## src/sv/wss_pkg.sv

```systemverilog
// Shared types, constants and helpers of the weighted sampler sum tree.
`timescale 1ns / 1ps
package wss_pkg;

	localparam int LEAVES       = 1024;
	localparam int LEVELS       = 10;
	localparam int NODE_BITS    = LEVELS + 1;
	localparam int TREE_DEPTH   = 2 * LEAVES;
	localparam int WEIGHT_BITS  = 32;
	localparam int UNIFORM_BITS = 32;
	localparam int SUM_BITS     = 42;
	localparam int LO_BITS      = 32;
	localparam int LO_PROD_BITS = UNIFORM_BITS + LO_BITS;
	localparam int HI_PROD_BITS = UNIFORM_BITS + SUM_BITS - LO_BITS;

	localparam logic [1:0] REQ_WRITE  = 2'd0;
	localparam logic [1:0] REQ_READ   = 2'd1;
	localparam logic [1:0] REQ_SAMPLE = 2'd2;
	localparam logic [1:0] REQ_NONE   = 2'd3;

	typedef struct packed {
		logic [1:0]              req_type;
		logic [LEVELS-1:0]       leaf_index;
		logic [WEIGHT_BITS-1:0]  new_weight;
		logic [UNIFORM_BITS-1:0] uniform_fraction;
		logic [LEVELS-1:0]       tie_bits;
	} req_t;

	typedef struct packed {
		logic [LEVELS-1:0]      chosen_index;
		logic [WEIGHT_BITS-1:0] leaf_weight;
		logic [SUM_BITS-1:0]    total_weight;
	} rsp_t;

	typedef enum logic [3:0] {
		OP_NONE,
		OP_CLEAR,
		OP_LOAD,
		OP_WLEAF,
		OP_WUP,
		OP_RLEAF,
		OP_RWAIT,
		OP_MUL,
		OP_SCALE,
		OP_DESC,
		OP_RESULT
	} op_t;

	typedef struct packed {
		op_t op;
	} cmd_t;

	typedef struct packed {
		logic clr_last;
		logic root_next;
		logic leaf_next;
		logic at_leaf;
		logic out_free;
	} status_t;

	// Number of leaves under a node: the root covers all of them, each level halves it.
	function automatic logic [SUM_BITS-1:0] leaves_below(input logic [NODE_BITS-1:0] node);
		logic [SUM_BITS-1:0] res;
		res = '0;
		for (int i = 0; i < NODE_BITS; i++) begin
			if (node[i]) begin
				res = SUM_BITS'(LEAVES) >> i;
			end
		end
		return res;
	endfunction

endpackage

```

## src/sv/wss_ctrl.sv

```systemverilog
// Sequencer of the sum tree: clearing pass, write path, read and sample descent.
`timescale 1ns / 1ps
module wss_ctrl import wss_pkg::*; (
	input  logic       clk,
	input  logic       arst_n,
	input  logic       req_valid,
	input  logic [1:0] req_kind,
	output logic       req_ready,
	output cmd_t       cmd,
	input  status_t    status
);

	typedef enum logic [3:0] {
		S_CLEAR,
		S_IDLE,
		S_WLEAF,
		S_WUP,
		S_RLEAF,
		S_RWAIT,
		S_MUL,
		S_SCALE,
		S_DESC,
		S_FINISH
	} state_t;

	state_t state_q;

	assign req_ready = (state_q == S_IDLE);

	always_comb begin
		cmd.op = OP_NONE;
		unique case (state_q)
			S_CLEAR:  cmd.op = OP_CLEAR;
			S_IDLE:   cmd.op = req_valid ? OP_LOAD : OP_NONE;
			S_WLEAF:  cmd.op = OP_WLEAF;
			S_WUP:    cmd.op = OP_WUP;
			S_RLEAF:  cmd.op = OP_RLEAF;
			S_RWAIT:  cmd.op = OP_RWAIT;
			S_MUL:    cmd.op = OP_MUL;
			S_SCALE:  cmd.op = OP_SCALE;
			S_DESC:   cmd.op = OP_DESC;
			S_FINISH: cmd.op = status.out_free ? OP_RESULT : OP_NONE;
			default:  cmd.op = OP_NONE;
		endcase
	end

	always_ff @(posedge clk or negedge arst_n) begin
		if (!arst_n) begin
			state_q <= S_CLEAR;
		end else begin
			unique case (state_q)
				S_CLEAR: begin
					if (status.clr_last) state_q <= S_IDLE;
				end
				S_IDLE: begin
					if (req_valid) begin
						unique case (req_kind)
							REQ_WRITE:  state_q <= S_WLEAF;
							REQ_READ:   state_q <= S_RLEAF;
							REQ_SAMPLE: state_q <= S_MUL;
							REQ_NONE:   state_q <= S_FINISH;
						endcase
					end
				end
				S_WLEAF: state_q <= S_WUP;
				S_WUP: begin
					if (status.root_next) state_q <= S_FINISH;
				end
				S_RLEAF: state_q <= S_RWAIT;
				S_RWAIT: state_q <= S_FINISH;
				S_MUL:   state_q <= S_SCALE;
				S_SCALE: state_q <= S_DESC;
				S_DESC: begin
					if (status.leaf_next) state_q <= S_RWAIT;
				end
				S_FINISH: begin
					if (status.out_free) state_q <= S_IDLE;
				end
				default: state_q <= S_IDLE;
			endcase
		end
	end

endmodule

```

## config.mk

```make
export PLATFORM = sky130hd
export DESIGN_NAME = wss_ctrl
export DESIGN_NICKNAME = d
export VERILOG_FILES = /design/src/sv/wss_pkg.sv /design/src/sv/wss_ctrl.sv
export SDC_FILE = /design/constraint.sdc
export NUM_CORES = 1
export LEC_CHECK = 0
export BUFFER_PORTS_ARGS = -buffer_cell sky130_fd_sc_hd__buf_2
export CAP_MARGIN = 5
export CORE_AREA = 3 3 40 42
export DETAILED_ROUTE_END_ITERATION = 8
export DIE_AREA = 0 0 43 45
export PLACE_DENSITY_LB_ADDON = 0.12
export SKIP_LAST_GASP = 1
export SLEW_MARGIN = 15
export SYNTH_ARGS = -nofsm -noshare
export SYNTH_HDL_FRONTEND = slang
export SYNTH_SLANG_ARGS = --single-unit
```

## constraint.sdc

```tcl
create_clock -name clk -period 2.4 [get_ports clk]
set_input_delay 0.24 -clock clk [delete_from_list [all_inputs] [get_ports clk]]
set_output_delay 0.24 -clock clk [all_outputs]
set_load 0.02 [all_outputs]
```

Word-level counts from Yosys, hierarchy flattened
Cells that the tools add are included.
{ "word_totals": {"regBits": 4, "output_inout_bits": 5, "elab_cells": 31} }
{ "op_classes": {"n_eq_ne": 17, "mux": 10, "n_reduce_logical": 3} }
{ "op_table": {"columns": ["op", "n"], "rows": [
  ["one-hot mux 4 bit (10 select lines)", 2],
  ["two-way mux 4 bit", 6],
  ["== test 4 x 3 -> 1 bit (second input constant)", 4],
  ["one-hot mux 4 bit (4 select lines)", 1],
  ["inequality test 2 bit (second input constant)", 5],
  ["== test 4 x 2 -> 1 bit (second input constant)", 2],
  ["== test 4 bit (second input constant)", 2],
  ["AND reduction 5 bit", 1],
  ["== test 2 bit (second input constant)", 2],
  ["== test 4 x 1 -> 1 bit (second input constant)", 1],
  ["zero test 4 bit", 1],
  ["== test 2 x 1 -> 1 bit (second input constant)", 1],
  ["zero test 2 bit", 1],
  ["two-way mux 2 bit", 1]
]} }

Depth between registers and ports, before layout
{ "depth": {"ltp_word": 4, "ltp_mapped": 4, "ltp_nobuf": 4} }

Least setup slack after synthesis
No wires, ideal clock.
{ "synth_path": {"kind": "flip-flop to output port", "startpoint": "register state_q[3]", "endpoint": "output port cmd[3] (netlist bit)", "arrival_time_ns": 1.250, "required_time_ns": 2.160, "path_slack_ns": 0.910, "path_stages_with_launch": 4, "n_path_buf": 1, "path_cell_list": "dfrtp_1 > buf_4 > or2b_1 > o21ai_0"} }
{ "synth_lines": {"columns": ["item", "line_no", "source"], "rows": [
  ["start: declaration", "wss_ctrl.sv:26", "state_t state_q;"],
  ["start signal: assignment", "wss_ctrl.sv:49", "state_q <= S_CLEAR;"],
  ["start signal: assignment", "wss_ctrl.sv:53", "if (status.clr_last) state_q <= S_IDLE;"],
  ["start signal: assignment", "wss_ctrl.sv:58", "REQ_WRITE: state_q <= S_WLEAF;"],
  ["end: declaration", "wss_ctrl.sv:9", "output cmd_t cmd,"]
]} }

==> metrics <==
run status finished clean; Synth area leader dfrtp_1; number of top-level pins 15; Yosys reg bits 4; die area ~0.0019 mm^2; WS Path Type flop to output pin; root buffer cell clkbuf_4; Clock Tree Buf Depth 2; Ys Warns 0; Clock Skews approximately 0.00082 ns; Initial DRT Pass Iterations 4; max-cap violations 0; clk_lat worst skew 0.24 ns; crit share post-route 0.794; synthesized cell area around 440 um^2; Top Registers state_q (4); clk slew on worst S/H paths around 0.040 ns; clock sinks 4; Critical Path Start Type flop; Post-CTS Setup Bufs 0; DP HPWL approximately 730 um; PwrDens between 1000 and 1500 mW/mm^2; dpl cell area 494 um^2; net count after synthesis 64; DR WL/cell roughly 12 um; Largest register FFs 4; # port buffers 13; Hold Buf Count CTS 1; H-Tree Depth 1; Die H ~45 um; max_slew headroom 0.702; synth top area cells dfrtp_1 23%, ha_1 8.5%, o2bb2ai_4 6.2%; drt first-iter violations 5; antenna-violating nets left 0; P&R area growth vs syn 19.3%; Util after Layout 0.410; Final Hold Viols 0; largest net degree at the start of global routing 14; met2 Use GR 0.159; GR Overflow Total 0; syn avg cell area ~8.7 um^2; critical path data arrival time 1.67 ns; gr usage total 0.115; fin area about 530 um^2; vias per cell between 5 and 6; most frequent cells in the layout 13 x buf_2, 5 x inv_1, 5 x o21ai_0; core area 0.00128 mm^2; layout cells sized above 1 0.328; HP Class primary input to flop; Hold Crit Depth 4; TritonCTS Buffers 3; Antenna diodes 0; unrepaired setup endpoints after global routing no; row cnt 13; NumNets Final 79; Tmin final roughly 1.9 ns; initial antenna violation count 0; leak pwr 0.256 nW; DRC violations left 0; first-pass GRT wire length 1.69 mm; GR Util met1 0.161; final setup violation count 0; Reg2Reg Depth 3; Final Worst Setup Slack between 0.4 and 0.5 ns; area fraction of the dominant cell type after synthesis 0.227; GPL Wtd Cong just under 0.7; Post-Place Setup Slack approximately 0.74 ns; CTS resizes 0; vias post-DR ~410; critical-path maximum fanout 13; Setup crit end kind output pin; post-synth cell types 27; Max IR drop VDD approximately 0.4 mV; Initial Utilization 0.344; register area share after synthesis 0.227; GRT met3 Usage 0.0478; max-slew violations 0; vias in the first global route around 380; grt peak-use layer met1; most common cell after layout, fill and taps aside buf_2; cell count after synthesis 51; worst hold margin between 0.3 and 0.4 ns; actual slew at the worst max-slew pin 0.447 ns; required time of the critical path 2.16 ns; Setup Total Neg Slack 0 ns; Fmax approximately 520 MHz; TritonCTS clock tree built; Die W between 40 and 50 um; final wirelength 957 um; Biggest register state_q
==> where the power goes <==
part | internal, W | switching (W)
clock network | 0.0000560 | 0.0000283
logic | 0.000163 | 0.000188
registers | 0.0000914 | 0.0000784
total | 0.000310 | 0.000294
==> per-layer routing <==
layer | vias to the layer above | part of all wire
met4 | 0 | 0
met5 | - | 0
met1 | 190 | 0.48
li1 | 203 | -
met3 | 0 | 0.075
met2 | 14 | 0.44
==> area by class of cell <==
cell class | instances | area, um^2
fillers | 134 | 758
multi-input cells | 38 | 292
flip-flops and latches | 4 | 100
repair buffers | 14 | 75.1
clock buffers | 3 | 22.5
inverters | 5 | 18.8
well taps | 15 | 18.8
==> metrics by stage <==
step / cells / power, W
floorplan: 51 / 0.000457
global placement: 75 / 0.000526
detailed placement: 75 / 0.000523
CTS: 79 / 0.000613
global route: 79 / 0.000666
finish: 79 / 0.000605
==> cell families (layout without fill, tap and decap cells) <==
kind of cell / count (synthesis) / after routing / share of synthesized area
XOR/XNOR: 1 / 1 / 0.0198
buffers and inverters: 9 / 22 / 0.113
AO/OA/AOI/OAI: 15 / 15 / 0.275
flip-flops: 4 / 4 / 0.227
multiplexers: 2 / 2 / 0.0482
adder cells (fa/ha/maj): 3 / 3 / 0.0850
AND/OR/NAND/NOR: 17 / 17 / 0.232
==> cells in the mapped netlist <==
cell and number:
nor2b_1 2, o2111ai_1 1, nor3_1 3, xor2_1 1, or4_4 1, dfrtp_1 4
a21oi_1 3, a211oi_1 1, nor2_1 3, mux2_2 1, buf_4 2, a31o_1 1
a2bb2oi_2 1, a2111oi_0 1, mux2i_1 1, nor3b_4 1, ha_1 3, buf_6 1
buf_2 1, o21ai_1 1, o2bb2ai_4 1, nand2b_1 1, nand3_1 1, o21ai_0 5
nand2_1 4, or2b_1 1, inv_1 5
==> worst max-delay path, stage by stage (launching register included) <==
cell and delay [ns]:
dfrtp_1 0.53, nand2b_1 0.22, a2111oi_0 0.39, a31o_1 0.14, buf_2 0.15
==> path summary, 6_finish.rpt <==
| check | start | to | slack [ns] |
|---|---|---|---|
| max in group asynchronous | arst_n | state_q[1]$_DFFE_PN0P_ | 1.94 |
| setup / recovery | state_q[2]$_DFFE_PN0P_ | cmd[1] | 0.49 |
| hold reg to reg | state_q[3]$_DFFE_PN0P_ | state_q[1]$_DFFE_PN0P_ | 0.67 |
| hold / removal | status[3] | state_q[1]$_DFFE_PN0P_ | 0.32 |
| min in group asynchronous | arst_n | state_q[0]$_DFFE_PN0P_ | 0.35 |
| setup reg to reg | state_q[1]$_DFFE_PN0P_ | state_q[0]$_DFFE_PN0P_ | 0.94 |
No activity file was read; power rests on OpenSTA's default activity.
